[src/hw/rtl/tlpid_pkg.sv]
// ----------------------------------------------------------------------------
// tlpid_pkg
// Shared widths, constants and types of the three-lane PID controller with
// a sticky convergence flag.
// ----------------------------------------------------------------------------
`default_nettype none

package tlpid_pkg;

    localparam int LANES     = 3;
    localparam int LANE_W    = (LANES > 1) ? $clog2(LANES) : 1;

    localparam int CUR_W     = 16;
    localparam int ERR_W     = CUR_W + 1;
    localparam int DT_W      = 16;
    localparam int GAIN_W    = 20;
    localparam int CFG_W     = 60;
    localparam int TOL_W     = 15;
    localparam int INTEG_W   = 48;
    localparam int DRIVE_W   = 24;
    localparam int QUO_W     = ERR_W + 1;
    localparam int MAG_W     = QUO_W - 1;
    localparam int CNT_W     = $clog2(MAG_W + 1);

    localparam int FRAC_SH   = 10;
    localparam int INTEG_SH  = 20;
    localparam int IH_W      = INTEG_W - INTEG_SH;

    localparam int MUL_A_W   = IH_W + 1;
    localparam int MUL_B_W   = GAIN_W + 1;
    localparam int PROD_W    = MUL_A_W + MUL_B_W;
    localparam int ACC_W     = INTEG_W + 1;

    localparam int CFG_IDX_W = 2;
    localparam logic [CFG_IDX_W-1:0] CFG_GAIN_P    = CFG_IDX_W'(0);
    localparam logic [CFG_IDX_W-1:0] CFG_GAIN_I    = CFG_IDX_W'(1);
    localparam logic [CFG_IDX_W-1:0] CFG_GAIN_D    = CFG_IDX_W'(2);
    localparam logic [CFG_IDX_W-1:0] CFG_TOLERANCE = CFG_IDX_W'(3);

    localparam logic [TOL_W-1:0] TOL_RESET = TOL_W'(205);

    localparam logic signed [INTEG_W-1:0] INTEG_MAX = {1'b0, {(INTEG_W-1){1'b1}}};
    localparam logic signed [INTEG_W-1:0] INTEG_MIN = {1'b1, {(INTEG_W-1){1'b0}}};
    localparam logic signed [DRIVE_W-1:0] DRIVE_MAX = {1'b0, {(DRIVE_W-1){1'b1}}};
    localparam logic signed [DRIVE_W-1:0] DRIVE_MIN = {1'b1, {(DRIVE_W-1){1'b0}}};

    typedef enum logic [3:0] {
        S_IDLE,
        S_CHECK,
        S_ED,
        S_INT,
        S_P,
        S_IH,
        S_IL,
        S_ILA,
        S_DW,
        S_DA,
        S_OUT
    } t_state;

    typedef enum logic [2:0] {
        MUL_ED,
        MUL_P,
        MUL_IH,
        MUL_IL,
        MUL_D
    } t_mul_sel;

    typedef enum logic [2:0] {
        ACC_HOLD,
        ACC_LOAD_P,
        ACC_ADD,
        ACC_ADD_LOW,
        ACC_DRIVE
    } t_acc_op;

    typedef struct packed {
        logic              capture;
        logic              check;
        logic              mul_en;
        t_mul_sel          mul_sel;
        t_acc_op           acc_op;
        logic              integ_wr;
        logic              div_start;
        logic              out_load;
        logic [LANE_W-1:0] lane;
    } t_dp_cmd;

    typedef struct packed {
        logic all_in;
        logic div_busy;
        logic out_free;
    } t_dp_sts;

endpackage

`default_nettype wire

[src/hw/rtl/tlpid_div.sv]
// ----------------------------------------------------------------------------
// tlpid_div
// Serial restoring divider for the derivative term, one quotient bit per
// cycle, truncating toward zero.
// ----------------------------------------------------------------------------
`default_nettype none

module tlpid_div (
    input  wire logic                               i_clk,
    input  wire logic                               i_rst_n,
    input  wire logic                               i_start,
    input  wire logic signed [tlpid_pkg::QUO_W-1:0] i_dividend,
    input  wire logic        [tlpid_pkg::DT_W-1:0]  i_divisor,
    output logic                                    o_busy,
    output logic signed      [tlpid_pkg::QUO_W-1:0] o_quotient
);

    logic                           r_busy;
    logic [tlpid_pkg::CNT_W-1:0]    r_cnt;
    logic [tlpid_pkg::MAG_W-1:0]    r_q;
    logic [tlpid_pkg::DT_W-1:0]     r_rem;
    logic [tlpid_pkg::DT_W-1:0]     r_den;
    logic                           r_neg;

    logic [tlpid_pkg::QUO_W-1:0]    abs_dividend;
    logic [tlpid_pkg::DT_W:0]       trial;
    logic [tlpid_pkg::DT_W:0]       trial_sub;
    logic                           fits;
    logic [tlpid_pkg::QUO_W-1:0]    mag_ext;

    assign abs_dividend = i_dividend[tlpid_pkg::QUO_W-1] ? -i_dividend : i_dividend;
    assign trial        = {r_rem, r_q[tlpid_pkg::MAG_W-1]};
    assign trial_sub    = trial - {1'b0, r_den};
    assign fits         = (trial >= {1'b0, r_den});
    assign mag_ext      = {1'b0, r_q};

    always_ff @(posedge i_clk) begin
        if (!i_rst_n) begin
            r_busy <= 1'b0;
            r_cnt  <= '0;
        end else if (i_start) begin
            r_busy <= 1'b1;
            r_cnt  <= '0;
        end else if (r_busy) begin
            r_cnt <= r_cnt + tlpid_pkg::CNT_W'(1);
            if (r_cnt == tlpid_pkg::CNT_W'(tlpid_pkg::MAG_W - 1)) begin
                r_busy <= 1'b0;
            end
        end
    end

    always_ff @(posedge i_clk) begin
        if (i_start) begin
            r_q   <= abs_dividend[tlpid_pkg::MAG_W-1:0];
            r_rem <= '0;
            r_den <= i_divisor;
            r_neg <= i_dividend[tlpid_pkg::QUO_W-1];
        end else if (r_busy) begin
            r_rem <= fits ? trial_sub[tlpid_pkg::DT_W-1:0] : trial[tlpid_pkg::DT_W-1:0];
            r_q   <= {r_q[tlpid_pkg::MAG_W-2:0], fits};
        end
    end

    assign o_busy     = r_busy;
    assign o_quotient = r_neg ? -mag_ext : mag_ext;

endmodule

`default_nettype wire

[src/hw/rtl/tlpid_ctrl.sv]
// ----------------------------------------------------------------------------
// tlpid_ctrl
// Controller state machine: sequences the convergence check and the per-lane
// multiply, accumulate and divide steps over the shared datapath.
// ----------------------------------------------------------------------------
`default_nettype none

module tlpid_ctrl (
    input  wire logic               i_clk,
    input  wire logic               i_rst_n,
    input  wire logic               i_valid,
    input  wire tlpid_pkg::t_dp_sts i_sts,
    output logic                    o_ready,
    output tlpid_pkg::t_dp_cmd      o_cmd
);

    tlpid_pkg::t_state              r_state;
    tlpid_pkg::t_state              n_state;
    logic [tlpid_pkg::LANE_W-1:0]   r_lane;
    logic [tlpid_pkg::LANE_W-1:0]   n_lane;
    logic                           last_lane;

    assign last_lane = (r_lane == tlpid_pkg::LANE_W'(tlpid_pkg::LANES - 1));

    always_ff @(posedge i_clk) begin
        if (!i_rst_n) begin
            r_state <= tlpid_pkg::S_IDLE;
            r_lane  <= '0;
        end else begin
            r_state <= n_state;
            r_lane  <= n_lane;
        end
    end

    always_comb begin
        n_state = r_state;
        n_lane  = r_lane;
        unique case (r_state)
            tlpid_pkg::S_IDLE: begin
                if (i_valid) begin
                    n_state = tlpid_pkg::S_CHECK;
                end
            end
            tlpid_pkg::S_CHECK: begin
                n_lane  = '0;
                n_state = i_sts.all_in ? tlpid_pkg::S_OUT : tlpid_pkg::S_ED;
            end
            tlpid_pkg::S_ED:  n_state = tlpid_pkg::S_INT;
            tlpid_pkg::S_INT: n_state = tlpid_pkg::S_P;
            tlpid_pkg::S_P:   n_state = tlpid_pkg::S_IH;
            tlpid_pkg::S_IH:  n_state = tlpid_pkg::S_IL;
            tlpid_pkg::S_IL:  n_state = tlpid_pkg::S_ILA;
            tlpid_pkg::S_ILA: n_state = tlpid_pkg::S_DW;
            tlpid_pkg::S_DW: begin
                if (!i_sts.div_busy) begin
                    n_state = tlpid_pkg::S_DA;
                end
            end
            tlpid_pkg::S_DA: begin
                if (last_lane) begin
                    n_state = tlpid_pkg::S_OUT;
                end else begin
                    n_lane  = r_lane + tlpid_pkg::LANE_W'(1);
                    n_state = tlpid_pkg::S_ED;
                end
            end
            tlpid_pkg::S_OUT: begin
                if (i_sts.out_free) begin
                    n_state = tlpid_pkg::S_IDLE;
                end
            end
            default: n_state = tlpid_pkg::S_IDLE;
        endcase
    end

    always_comb begin
        o_ready         = 1'b0;
        o_cmd.capture   = 1'b0;
        o_cmd.check     = 1'b0;
        o_cmd.mul_en    = 1'b0;
        o_cmd.mul_sel   = tlpid_pkg::MUL_ED;
        o_cmd.acc_op    = tlpid_pkg::ACC_HOLD;
        o_cmd.integ_wr  = 1'b0;
        o_cmd.div_start = 1'b0;
        o_cmd.out_load  = 1'b0;
        o_cmd.lane      = r_lane;
        unique case (r_state)
            tlpid_pkg::S_IDLE: begin
                o_ready       = 1'b1;
                o_cmd.capture = i_valid;
            end
            tlpid_pkg::S_CHECK: begin
                o_cmd.check = 1'b1;
            end
            tlpid_pkg::S_ED: begin
                o_cmd.mul_en    = 1'b1;
                o_cmd.mul_sel   = tlpid_pkg::MUL_ED;
                o_cmd.div_start = 1'b1;
            end
            tlpid_pkg::S_INT: begin
                o_cmd.integ_wr = 1'b1;
            end
            tlpid_pkg::S_P: begin
                o_cmd.mul_en  = 1'b1;
                o_cmd.mul_sel = tlpid_pkg::MUL_P;
            end
            tlpid_pkg::S_IH: begin
                o_cmd.mul_en  = 1'b1;
                o_cmd.mul_sel = tlpid_pkg::MUL_IH;
                o_cmd.acc_op  = tlpid_pkg::ACC_LOAD_P;
            end
            tlpid_pkg::S_IL: begin
                o_cmd.mul_en  = 1'b1;
                o_cmd.mul_sel = tlpid_pkg::MUL_IL;
                o_cmd.acc_op  = tlpid_pkg::ACC_ADD;
            end
            tlpid_pkg::S_ILA: begin
                o_cmd.acc_op = tlpid_pkg::ACC_ADD_LOW;
            end
            tlpid_pkg::S_DW: begin
                o_cmd.mul_en  = !i_sts.div_busy;
                o_cmd.mul_sel = tlpid_pkg::MUL_D;
            end
            tlpid_pkg::S_DA: begin
                o_cmd.acc_op = tlpid_pkg::ACC_DRIVE;
            end
            tlpid_pkg::S_OUT: begin
                o_cmd.out_load = i_sts.out_free;
            end
            default: begin
                o_ready = 1'b0;
            end
        endcase
    end

endmodule

`default_nettype wire

[src/hw/rtl/tlpid_dp.sv]
// ----------------------------------------------------------------------------
// tlpid_dp
// Datapath: configuration registers, lane state, shared multiplier with
// accumulator, serial divider and the output register.
// ----------------------------------------------------------------------------
`default_nettype none

module tlpid_dp (
    input  wire logic                                   i_clk,
    input  wire logic                                   i_rst_n,
    input  wire tlpid_pkg::t_dp_cmd                     i_cmd,
    output tlpid_pkg::t_dp_sts                          o_sts,
    input  wire logic                                   i_cfg_we,
    input  wire logic        [tlpid_pkg::CFG_IDX_W-1:0] i_cfg_index,
    input  wire logic        [tlpid_pkg::CFG_W-1:0]     i_cfg_data,
    input  wire logic signed [tlpid_pkg::CUR_W-1:0]     i_target   [tlpid_pkg::LANES],
    input  wire logic signed [tlpid_pkg::CUR_W-1:0]     i_measured [tlpid_pkg::LANES],
    input  wire logic        [tlpid_pkg::DT_W-1:0]      i_elapsed_us,
    input  wire logic                                   i_ready,
    output logic                                        o_valid,
    output logic signed      [tlpid_pkg::DRIVE_W-1:0]   o_drive    [tlpid_pkg::LANES],
    output logic                                        o_command_valid,
    output logic                                        o_converged
);

    logic [tlpid_pkg::CFG_W-1:0]                r_gain_p;
    logic [tlpid_pkg::CFG_W-1:0]                r_gain_i;
    logic [tlpid_pkg::CFG_W-1:0]                r_gain_d;
    logic [tlpid_pkg::TOL_W-1:0]                r_tol;

    logic signed [tlpid_pkg::ERR_W-1:0]         r_err   [tlpid_pkg::LANES];
    logic [tlpid_pkg::DT_W-1:0]                 r_dt;
    logic signed [tlpid_pkg::INTEG_W-1:0]       r_integ [tlpid_pkg::LANES];
    logic signed [tlpid_pkg::ERR_W-1:0]         r_prev  [tlpid_pkg::LANES];
    logic                                       r_done;
    logic                                       r_res_cmd;
    logic signed [tlpid_pkg::PROD_W-1:0]        r_prod;
    logic signed [tlpid_pkg::ACC_W-1:0]         r_acc;
    logic signed [tlpid_pkg::DRIVE_W-1:0]       r_drive [tlpid_pkg::LANES];

    logic                                       r_out_valid;
    logic signed [tlpid_pkg::DRIVE_W-1:0]       r_out_drive [tlpid_pkg::LANES];
    logic                                       r_out_cmd;
    logic                                       r_out_conv;

    logic                                       all_in;
    logic                                       out_free;
    logic signed [tlpid_pkg::ERR_W-1:0]         cur_err;
    logic signed [tlpid_pkg::ERR_W-1:0]         cur_prev;
    logic signed [tlpid_pkg::INTEG_W-1:0]       cur_integ;
    logic signed [tlpid_pkg::IH_W-1:0]          cur_ih;
    logic signed [tlpid_pkg::GAIN_W-1:0]        gain_p;
    logic signed [tlpid_pkg::GAIN_W-1:0]        gain_i;
    logic signed [tlpid_pkg::GAIN_W-1:0]        gain_d;
    logic signed [tlpid_pkg::MUL_A_W-1:0]       mul_a;
    logic signed [tlpid_pkg::MUL_B_W-1:0]       mul_b;
    logic signed [tlpid_pkg::INTEG_W:0]         integ_sum;
    logic signed [tlpid_pkg::INTEG_W-1:0]       integ_next;
    logic signed [tlpid_pkg::ACC_W-1:0]         prod_full;
    logic signed [tlpid_pkg::ACC_W-1:0]         prod_frac;
    logic signed [tlpid_pkg::ACC_W-1:0]         prod_low;
    logic signed [tlpid_pkg::ACC_W-1:0]         drive_sum;
    logic signed [tlpid_pkg::DRIVE_W-1:0]       drive_next;
    logic signed [tlpid_pkg::QUO_W-1:0]         div_dividend;
    logic signed [tlpid_pkg::QUO_W-1:0]         div_quotient;
    logic                                       div_busy;

    function automatic logic signed [tlpid_pkg::GAIN_W-1:0] lane_gain(
        input logic [tlpid_pkg::CFG_W-1:0]  packed_g,
        input logic [tlpid_pkg::LANE_W-1:0] lane
    );
        logic signed [tlpid_pkg::GAIN_W-1:0] g;
        g = '0;
        for (int k = 0; k < tlpid_pkg::LANES; k++) begin
            if (lane == tlpid_pkg::LANE_W'(k) &&
                (k + 1) * tlpid_pkg::GAIN_W <= tlpid_pkg::CFG_W) begin
                g = tlpid_pkg::GAIN_W'(packed_g >> (k * tlpid_pkg::GAIN_W));
            end
        end
        return g;
    endfunction

    // Configuration writes.
    always_ff @(posedge i_clk) begin
        if (!i_rst_n) begin
            r_gain_p <= '0;
            r_gain_i <= '0;
            r_gain_d <= '0;
            r_tol    <= tlpid_pkg::TOL_RESET;
        end else if (i_cfg_we) begin
            unique case (i_cfg_index)
                tlpid_pkg::CFG_GAIN_P:    r_gain_p <= i_cfg_data;
                tlpid_pkg::CFG_GAIN_I:    r_gain_i <= i_cfg_data;
                tlpid_pkg::CFG_GAIN_D:    r_gain_d <= i_cfg_data;
                tlpid_pkg::CFG_TOLERANCE: r_tol    <= i_cfg_data[tlpid_pkg::TOL_W-1:0];
                default:                  r_tol    <= r_tol;
            endcase
        end
    end

    // Convergence test across all lanes.
    always_comb begin
        logic [tlpid_pkg::ERR_W-1:0] mag;
        all_in = 1'b1;
        for (int l = 0; l < tlpid_pkg::LANES; l++) begin
            mag = r_err[l][tlpid_pkg::ERR_W-1] ? -r_err[l] : r_err[l];
            if (mag >= {{(tlpid_pkg::ERR_W - tlpid_pkg::TOL_W){1'b0}}, r_tol}) begin
                all_in = 1'b0;
            end
        end
    end

    assign cur_err   = r_err[i_cmd.lane];
    assign cur_prev  = r_prev[i_cmd.lane];
    assign cur_integ = r_integ[i_cmd.lane];
    assign cur_ih    = cur_integ[tlpid_pkg::INTEG_W-1:tlpid_pkg::INTEG_SH];
    assign gain_p    = lane_gain(r_gain_p, i_cmd.lane);
    assign gain_i    = lane_gain(r_gain_i, i_cmd.lane);
    assign gain_d    = lane_gain(r_gain_d, i_cmd.lane);

    // Shared multiplier operand selection.
    always_comb begin
        mul_a = '0;
        mul_b = '0;
        unique case (i_cmd.mul_sel)
            tlpid_pkg::MUL_ED: begin
                mul_a = tlpid_pkg::MUL_A_W'(cur_err);
                mul_b = tlpid_pkg::MUL_B_W'({1'b0, r_dt});
            end
            tlpid_pkg::MUL_P: begin
                mul_a = tlpid_pkg::MUL_A_W'(cur_err);
                mul_b = tlpid_pkg::MUL_B_W'(gain_p);
            end
            tlpid_pkg::MUL_IH: begin
                mul_a = tlpid_pkg::MUL_A_W'(cur_ih);
                mul_b = tlpid_pkg::MUL_B_W'(gain_i);
            end
            tlpid_pkg::MUL_IL: begin
                mul_a = tlpid_pkg::MUL_A_W'({1'b0, cur_integ[tlpid_pkg::INTEG_SH-1:0]});
                mul_b = tlpid_pkg::MUL_B_W'(gain_i);
            end
            tlpid_pkg::MUL_D: begin
                mul_a = tlpid_pkg::MUL_A_W'(div_quotient);
                mul_b = tlpid_pkg::MUL_B_W'(gain_d);
            end
            default: begin
                mul_a = '0;
                mul_b = '0;
            end
        endcase
    end

    // Saturating integral update and drive clamp.
    always_comb begin
        integ_sum = (tlpid_pkg::INTEG_W + 1)'(cur_integ) + (tlpid_pkg::INTEG_W + 1)'(r_prod);
        if (integ_sum[tlpid_pkg::INTEG_W] != integ_sum[tlpid_pkg::INTEG_W-1]) begin
            integ_next = integ_sum[tlpid_pkg::INTEG_W] ? tlpid_pkg::INTEG_MIN
                                                       : tlpid_pkg::INTEG_MAX;
        end else begin
            integ_next = tlpid_pkg::INTEG_W'(integ_sum);
        end
    end

    assign prod_full = tlpid_pkg::ACC_W'(r_prod);
    assign prod_frac = tlpid_pkg::ACC_W'(r_prod >>> tlpid_pkg::FRAC_SH);
    assign prod_low  = tlpid_pkg::ACC_W'(r_prod >>> tlpid_pkg::INTEG_SH);
    assign drive_sum = r_acc + prod_frac;

    always_comb begin
        if (drive_sum > tlpid_pkg::ACC_W'(tlpid_pkg::DRIVE_MAX)) begin
            drive_next = tlpid_pkg::DRIVE_MAX;
        end else if (drive_sum < tlpid_pkg::ACC_W'(tlpid_pkg::DRIVE_MIN)) begin
            drive_next = tlpid_pkg::DRIVE_MIN;
        end else begin
            drive_next = tlpid_pkg::DRIVE_W'(drive_sum);
        end
    end

    assign div_dividend = {cur_err[tlpid_pkg::ERR_W-1], cur_err}
                        - {cur_prev[tlpid_pkg::ERR_W-1], cur_prev};

    tlpid_div u_div (
        .i_clk      (i_clk),
        .i_rst_n    (i_rst_n),
        .i_start    (i_cmd.div_start),
        .i_dividend (div_dividend),
        .i_divisor  (r_dt),
        .o_busy     (div_busy),
        .o_quotient (div_quotient)
    );

    // Lane state and the sticky flag.
    always_ff @(posedge i_clk) begin
        if (!i_rst_n) begin
            for (int l = 0; l < tlpid_pkg::LANES; l++) begin
                r_integ[l] <= '0;
                r_prev[l]  <= '0;
            end
            r_done    <= 1'b0;
            r_res_cmd <= 1'b0;
        end else begin
            if (i_cmd.integ_wr) begin
                r_integ[i_cmd.lane] <= integ_next;
            end
            if (i_cmd.div_start) begin
                r_prev[i_cmd.lane] <= cur_err;
            end
            if (i_cmd.check) begin
                r_res_cmd <= !all_in;
                if (all_in) begin
                    r_done <= 1'b1;
                end
            end
        end
    end

    // Tick capture, multiplier and accumulator.
    always_ff @(posedge i_clk) begin
        if (i_cmd.capture) begin
            for (int l = 0; l < tlpid_pkg::LANES; l++) begin
                r_err[l] <= {i_target[l][tlpid_pkg::CUR_W-1], i_target[l]}
                          - {i_measured[l][tlpid_pkg::CUR_W-1], i_measured[l]};
            end
            r_dt <= (i_elapsed_us == '0) ? tlpid_pkg::DT_W'(1) : i_elapsed_us;
        end
        if (i_cmd.mul_en) begin
            r_prod <= mul_a * mul_b;
        end
        unique case (i_cmd.acc_op)
            tlpid_pkg::ACC_HOLD:    r_acc <= r_acc;
            tlpid_pkg::ACC_LOAD_P:  r_acc <= prod_frac;
            tlpid_pkg::ACC_ADD:     r_acc <= r_acc + prod_full;
            tlpid_pkg::ACC_ADD_LOW: r_acc <= r_acc + prod_low;
            tlpid_pkg::ACC_DRIVE:   r_drive[i_cmd.lane] <= drive_next;
            default:                r_acc <= r_acc;
        endcase
    end

    // Output register.
    assign out_free = !r_out_valid || i_ready;

    always_ff @(posedge i_clk) begin
        if (!i_rst_n) begin
            r_out_valid <= 1'b0;
        end else if (i_cmd.out_load) begin
            r_out_valid <= 1'b1;
        end else if (i_ready) begin
            r_out_valid <= 1'b0;
        end
    end

    always_ff @(posedge i_clk) begin
        if (i_cmd.out_load) begin
            for (int l = 0; l < tlpid_pkg::LANES; l++) begin
                r_out_drive[l] <= r_res_cmd ? r_drive[l] : '0;
            end
            r_out_cmd  <= r_res_cmd;
            r_out_conv <= r_done;
        end
    end

    assign o_sts.all_in   = all_in;
    assign o_sts.div_busy = div_busy;
    assign o_sts.out_free = out_free;

    assign o_valid         = r_out_valid;
    assign o_drive         = r_out_drive;
    assign o_command_valid = r_out_cmd;
    assign o_converged     = r_out_conv;

endmodule

`default_nettype wire

[src/hw/rtl/three_lane_pid_with_convergence.sv]
// ----------------------------------------------------------------------------
// three_lane_pid_with_convergence
// Three-lane PID current controller with a sticky convergence flag.
//
//   Channel   Direction  Handshake             Payload
//   tick      in         i_valid / o_ready     i_target_*, i_measured_*,
//                                              i_elapsed_us
//   command   out        o_valid / i_ready     o_drive_*, o_command_valid,
//                                              o_converged
//   config    in         i_cfg_we              i_cfg_index, i_cfg_data
//
// A beat that issues a command runs one check step, then the multiply,
// accumulate and divide steps of each lane in turn, then the output load.
// Each lane waits on the 17-step serial divider of the derivative.
// A converged beat goes from the check straight to the output load.
// Reset clears integrals, previous errors, gains and the flag and sets tolerance to 205.
// The output register holds a result until it is taken; a new beat is
// accepted meanwhile, and a finished result waits while that register is full.
// ----------------------------------------------------------------------------
`default_nettype none

module three_lane_pid_with_convergence (
    input  wire logic                                   i_clk,
    input  wire logic                                   i_rst_n,
    input  wire logic                                   i_cfg_we,
    input  wire logic        [tlpid_pkg::CFG_IDX_W-1:0] i_cfg_index,
    input  wire logic        [tlpid_pkg::CFG_W-1:0]     i_cfg_data,
    input  wire logic                                   i_valid,
    output logic                                        o_ready,
    input  wire logic signed [tlpid_pkg::CUR_W-1:0]     i_target_1,
    input  wire logic signed [tlpid_pkg::CUR_W-1:0]     i_target_2,
    input  wire logic signed [tlpid_pkg::CUR_W-1:0]     i_target_3,
    input  wire logic signed [tlpid_pkg::CUR_W-1:0]     i_measured_1,
    input  wire logic signed [tlpid_pkg::CUR_W-1:0]     i_measured_2,
    input  wire logic signed [tlpid_pkg::CUR_W-1:0]     i_measured_3,
    input  wire logic        [tlpid_pkg::DT_W-1:0]      i_elapsed_us,
    output logic                                        o_valid,
    input  wire logic                                   i_ready,
    output logic signed      [tlpid_pkg::DRIVE_W-1:0]   o_drive_1,
    output logic signed      [tlpid_pkg::DRIVE_W-1:0]   o_drive_2,
    output logic signed      [tlpid_pkg::DRIVE_W-1:0]   o_drive_3,
    output logic                                        o_command_valid,
    output logic                                        o_converged
);

    tlpid_pkg::t_dp_cmd                     dp_cmd;
    tlpid_pkg::t_dp_sts                     dp_sts;
    logic signed [tlpid_pkg::CUR_W-1:0]     target_arr   [tlpid_pkg::LANES];
    logic signed [tlpid_pkg::CUR_W-1:0]     measured_arr [tlpid_pkg::LANES];
    logic signed [tlpid_pkg::DRIVE_W-1:0]   drive_arr    [tlpid_pkg::LANES];

    assign target_arr[0]   = i_target_1;
    assign target_arr[1]   = i_target_2;
    assign target_arr[2]   = i_target_3;
    assign measured_arr[0] = i_measured_1;
    assign measured_arr[1] = i_measured_2;
    assign measured_arr[2] = i_measured_3;

    tlpid_ctrl u_ctrl (
        .i_clk   (i_clk),
        .i_rst_n (i_rst_n),
        .i_valid (i_valid),
        .i_sts   (dp_sts),
        .o_ready (o_ready),
        .o_cmd   (dp_cmd)
    );

    tlpid_dp u_dp (
        .i_clk           (i_clk),
        .i_rst_n         (i_rst_n),
        .i_cmd           (dp_cmd),
        .o_sts           (dp_sts),
        .i_cfg_we        (i_cfg_we),
        .i_cfg_index     (i_cfg_index),
        .i_cfg_data      (i_cfg_data),
        .i_target        (target_arr),
        .i_measured      (measured_arr),
        .i_elapsed_us    (i_elapsed_us),
        .i_ready         (i_ready),
        .o_valid         (o_valid),
        .o_drive         (drive_arr),
        .o_command_valid (o_command_valid),
        .o_converged     (o_converged)
    );

    assign o_drive_1 = drive_arr[0];
    assign o_drive_2 = drive_arr[1];
    assign o_drive_3 = drive_arr[2];

endmodule

`default_nettype wire
[config.mk]
export PLATFORM = sky130hd
export DESIGN_NAME = three_lane_pid_with_convergence
export DESIGN_NICKNAME = d
export VERILOG_FILES = /design/src/hw/rtl/tlpid_pkg.sv /design/src/hw/rtl/tlpid_div.sv /design/src/hw/rtl/tlpid_ctrl.sv /design/src/hw/rtl/tlpid_dp.sv /design/src/hw/rtl/three_lane_pid_with_convergence.sv
export SDC_FILE = /design/constraint.sdc
export NUM_CORES = 2
export LEC_CHECK = 0
export BUFFER_PORTS_ARGS = -buffer_cell sky130_fd_sc_hd__buf_4
export CAP_MARGIN = 15
export CELL_PAD_IN_SITES_DETAIL_PLACEMENT = 2
export CELL_PAD_IN_SITES_GLOBAL_PLACEMENT = 2
export CORE_MARGIN = 3
export CORE_UTILIZATION = 41
export CTS_CLUSTER_SIZE = 40
export DETAILED_ROUTE_END_ITERATION = 10
export GPL_TIMING_DRIVEN = 0
export PLACE_DENSITY_LB_ADDON = 0.1
export SKIP_LAST_GASP = 1
export SLEW_MARGIN = 25
export SYNTH_ARGS = -nofsm -noshare
export SYNTH_HDL_FRONTEND = slang
export SYNTH_SLANG_ARGS = --single-unit
[constraint.sdc]
create_clock -name i_clk -period 12.6 [get_ports i_clk]
set_input_delay 0 -clock i_clk [delete_from_list [all_inputs] [get_ports i_clk]]
set_output_delay 0 -clock i_clk [all_outputs]
set_load 0.02 [all_outputs]
==> summary by stage <==
Worst hold path
The startpoint identified for the worst hold timing path is i_elapsed_us[7]. The kind of path behind the tightest hold check is in2reg. The hold path depth is 3. The endpoint with the worst hold slack is u_dp.r_dt[7].

Logic synthesis
The largest area contributor in the synthesized netlist is sky130_fd_sc_hd__edfxtp_1. A synthesized cell averages between 9 and 10 um2. After synthesis the cells add up to between 70000 and 80000 um2. The post-synth net total is between 8k and 9k. In the post-synthesis netlist, the biggest area contributors are sky130_fd_sc_hd__edfxtp_1, sky130_fd_sc_hd__fa_1, sky130_fd_sc_hd__ha_1, sky130_fd_sc_hd__nand2_1, sky130_fd_sc_hd__dfxtp_1.

The share of the synthesized area in the top cell type is approximately 26%. Synthesis inferred 834 register bits. The prevailing post-synth register cell is sky130_fd_sc_hd__edfxtp_1. For this run, asynchronously set or reset flops after synthesis account for 0%. The count of flip-flops with a built-in enable after synthesis is slightly above 600. The sequential fraction of the synthesis area is roughly a third.

The number of different library cells in the post-synthesis netlist is 90. The Yosys step of the flow raised 0 warnings. The number of instances in the synthesized netlist is about 7.5k.

Global routing
The number of global-route vias before repair is between 70k and 80k. Global routing used 38.3% of the available tracks. Entering global routing, the biggest net connects 52 pins. The number of antenna violations at the first check in global routing is 27. Summed over all layers, the global routing overflow is 0. The first-pass GRT wire length is between 400000 and 500000 um.

Finish
The final layout contains 9336 nets. The most common cell after layout, fill and taps aside is sky130_fd_sc_hd__nand2_1. In the layout the commonest cells are sky130_fd_sc_hd__nand2_1, sky130_fd_sc_hd__inv_1, sky130_fd_sc_hd__nor2_1. From synthesis to final layout, the design area changed by 16.2%. The share of final-layout standard cells stronger than drive strength 1 is between 8 and 9%.

Worst setup path
The origin of the critical flop-to-flop path is u_ctrl.r_state[0]. The master of the slowest instance on the critical path is sky130_fd_sc_hd__a31oi_1. The largest single stage delay on the critical path is a little under 0.9 ns. The worst setup path is of the reg2reg kind. STA puts the critical path data arrival time at 12.92 ns. The largest fanout of any net on the critical path is 10. The reg2reg setup slack is about 0.19 ns. The endpoint identified for the worst register-to-register timing path is u_dp.r_prod[47]. Data on the critical path is required at its endpoint by roughly 13 ns. The cell with the most instances on the worst path is sky130_fd_sc_hd__fa_1.

The family with the most delay on the worst path is adder cells. The worst setup path is captured at a flip-flop. The count of buffering cells on the critical path with inverters included is 9.

The number of cells on the worst reg-to-reg path is 34. The type of origin of the critical path is a flip-flop.

STA
Setup violations remaining at the end of the flow were counted as 0. The max-slew violation total from the final report is 0. The worst pin sits at a relative slew slack of a little under a fifth. The transition time of the tightest slew-check pin is around 1.2 ns.

The share of the clock period used by the worst path is 98.5%. The final clock skew is ~0.062 ns. Setup repair after global routing left no endpoint under its margin. The hold violation count in the final report is 0. The time the worst path needs with I/O delays and setup is ~12 ns.

The maximum clock frequency is about 81 MHz. Final hold analysis gives a worst-case slack of 0.0447 ns. The final worst slack is around 0.19 ns.

Clocking
TritonCTS built the clock tree. The clock latency on the worst-skew pair is between 0.8 and 0.9 ns. The longest clock path from root to sink contains 3 buffers. The number of clock buffers added by TritonCTS is 100. The maximum level of the CTS H-tree is 3.

The root buffer cell is sky130_fd_sc_hd__clkbuf_16. The clock transition at the register clock pins on the worst setup and hold paths after CTS is 0.07 ns. The number of clock sinks is roughly 830.

Drt
In the final routed layout, each cell accounts on average for around 32 um. The number of routed nets with antenna violations is 0. The detailed-router iteration count before antenna repair is 6. The final route contains approximately 63k vias. After detailed routing, the number of remaining DRC violations is 0. The ratio of routed vias to standard cells is 6.00. The initial detailed-routing violation count is about 5.1k. For this block, the routed nets add up to between 300000 and 400000 um of wire.

Die
The vertical extent of the die is about 420 um. The I/O pin total is around 260. Measured along the x axis, the die boundary spans 419 um. The core region area is 170000 um2. The die area is roughly 180000 um2.

Once the floorplan was initialized, standard cells occupied between 40% and 50% of the core. The number of standard-cell rows in the floorplan is 151.

Placement
OpenSTA, run right after detailed placement, puts the worst setup slack at -0.239 ns. The port buffer count is about 250. The congestion estimate from routability-driven global placement came to ~0.96. The total half-perimeter wirelength after legalization and detailed placement is about 250000 um.

Run status
The flow ran to the end, and the final reports show no timing, DRC or antenna violations.

Run
The number of maximum-capacitance violations is 0.
==> worst max-delay path by stage <==
stage	startpoint	end	slack, ns	depth (start not counted)
floorplan	u_dp.u_div.r_q[5]	u_dp.r_prod[44]	3.13	34
global placement	flip-flop	u_dp.r_prod[44]	-1.12	33
detailed placement	u_ctrl.r_state[0]	u_dp.r_prod[44]	-0.24	36
CTS	u_ctrl.r_state[0]	u_dp.r_prod[48]	0.21	36
global route	flip-flop	u_dp.r_prod[47]	0.03	31
finish	u_ctrl.r_state[0]	u_dp.r_prod[47]	0.19	34
==> area by class of cell <==
type / instances / area [um2]
Fill cell: 17984 / 88300
Inverter: 967 / 3630
Clock buffer: 136 / 2800
Clock inverter: 51 / 561
Multi-Input combinational cell: 5362 / 42500
Timing Repair Buffer: 520 / 4760
Buffer: 359 / 1510
Sequential cell: 834 / 22800
Antenna cell: 13 / 32.5
Tap cell: 2218 / 2780
==> through the flow <==
step / instances / utilization [%] / TNS (ns) / cell area [um2]
global placement: 9999 / 44.0 / -16.25 / 74700
detailed placement: 10032 / 44.5 / -0.575 / 75500
finish: 10460 / 48.0 / 0 / 81400
CTS: 10449 / 47.9 / 0 / 81200
global route: 10448 / 47.9 / 0 / 81400
floorplan: 7529 / - / 0 / 70100
==> cells by family after synthesis <==
group | after synthesis | share of synthesized area, %
and+or+nand+nor | 2449 | 15.1
AOI/OAI and AO/OA | 1504 | 14.2
buffers and inverters | 1333 | 7.27
adders and majority gates | 1029 | 24.8
DFF | 834 | 32.5
xor gates and xnor gates | 276 | 3.45
muxes | 104 | 2.66
==> cells in the mapped netlist (all sizes together) (95+ instances only) <==
cell type,instances
a21boi,216
a21o,153
a21oi,383
and2,124
clkbuf,310
dfxtp,228
edfxtp,606
fa,607
ha,406
inv,965
nand2,1235
nor2,633
o21ai,305
xnor2,181
xor2,95
==> repair_timing <==
action,4_1_cts,5_1_grt
hold buffers,235,0
setup endpoints to repair,10,11
resized for setup,8,38
pin swaps,0,0
hold endpoints to repair,291,0
gates cloned,0,0
buffers inserted,0,0
==> worst min-delay path: stages <==
cell,delay (ns)
sky130_fd_sc_hd__dlygate4sd3_1,0.53
sky130_fd_sc_hd__buf_4,0.11
sky130_fd_sc_hd__clkbuf_1,0.08
==> per-layer routing <==
metal / GRT usage (%) / wire [um] / up-vias
li1: - / - / 26463
met1: 46.3 / 130000 / 32592
met2: 64.1 / 161000 / 2672
met3: 6.83 / 22900 / 976
met4: 22.5 / 23300 / 22
met5: 0 / 136 / -
==> state kept, by name, indices dropped and copies added (netlist names), 49 cells and up, named ones only <==
signal,count
u_dp.r_drive,72
u_dp.r_acc,49
u_dp.o_drive,72
u_dp.r_integ,192
u_dp.r_prod,50
u_dp.r_gain_i,60
u_dp.r_gain_d,60
u_dp.r_err,51
u_dp.r_prev,68
u_dp.r_gain_p,60
Power is left out: the tool's default activity adds up to more than one toggle a clock period on the data nets, which glitch-free logic cannot reach.
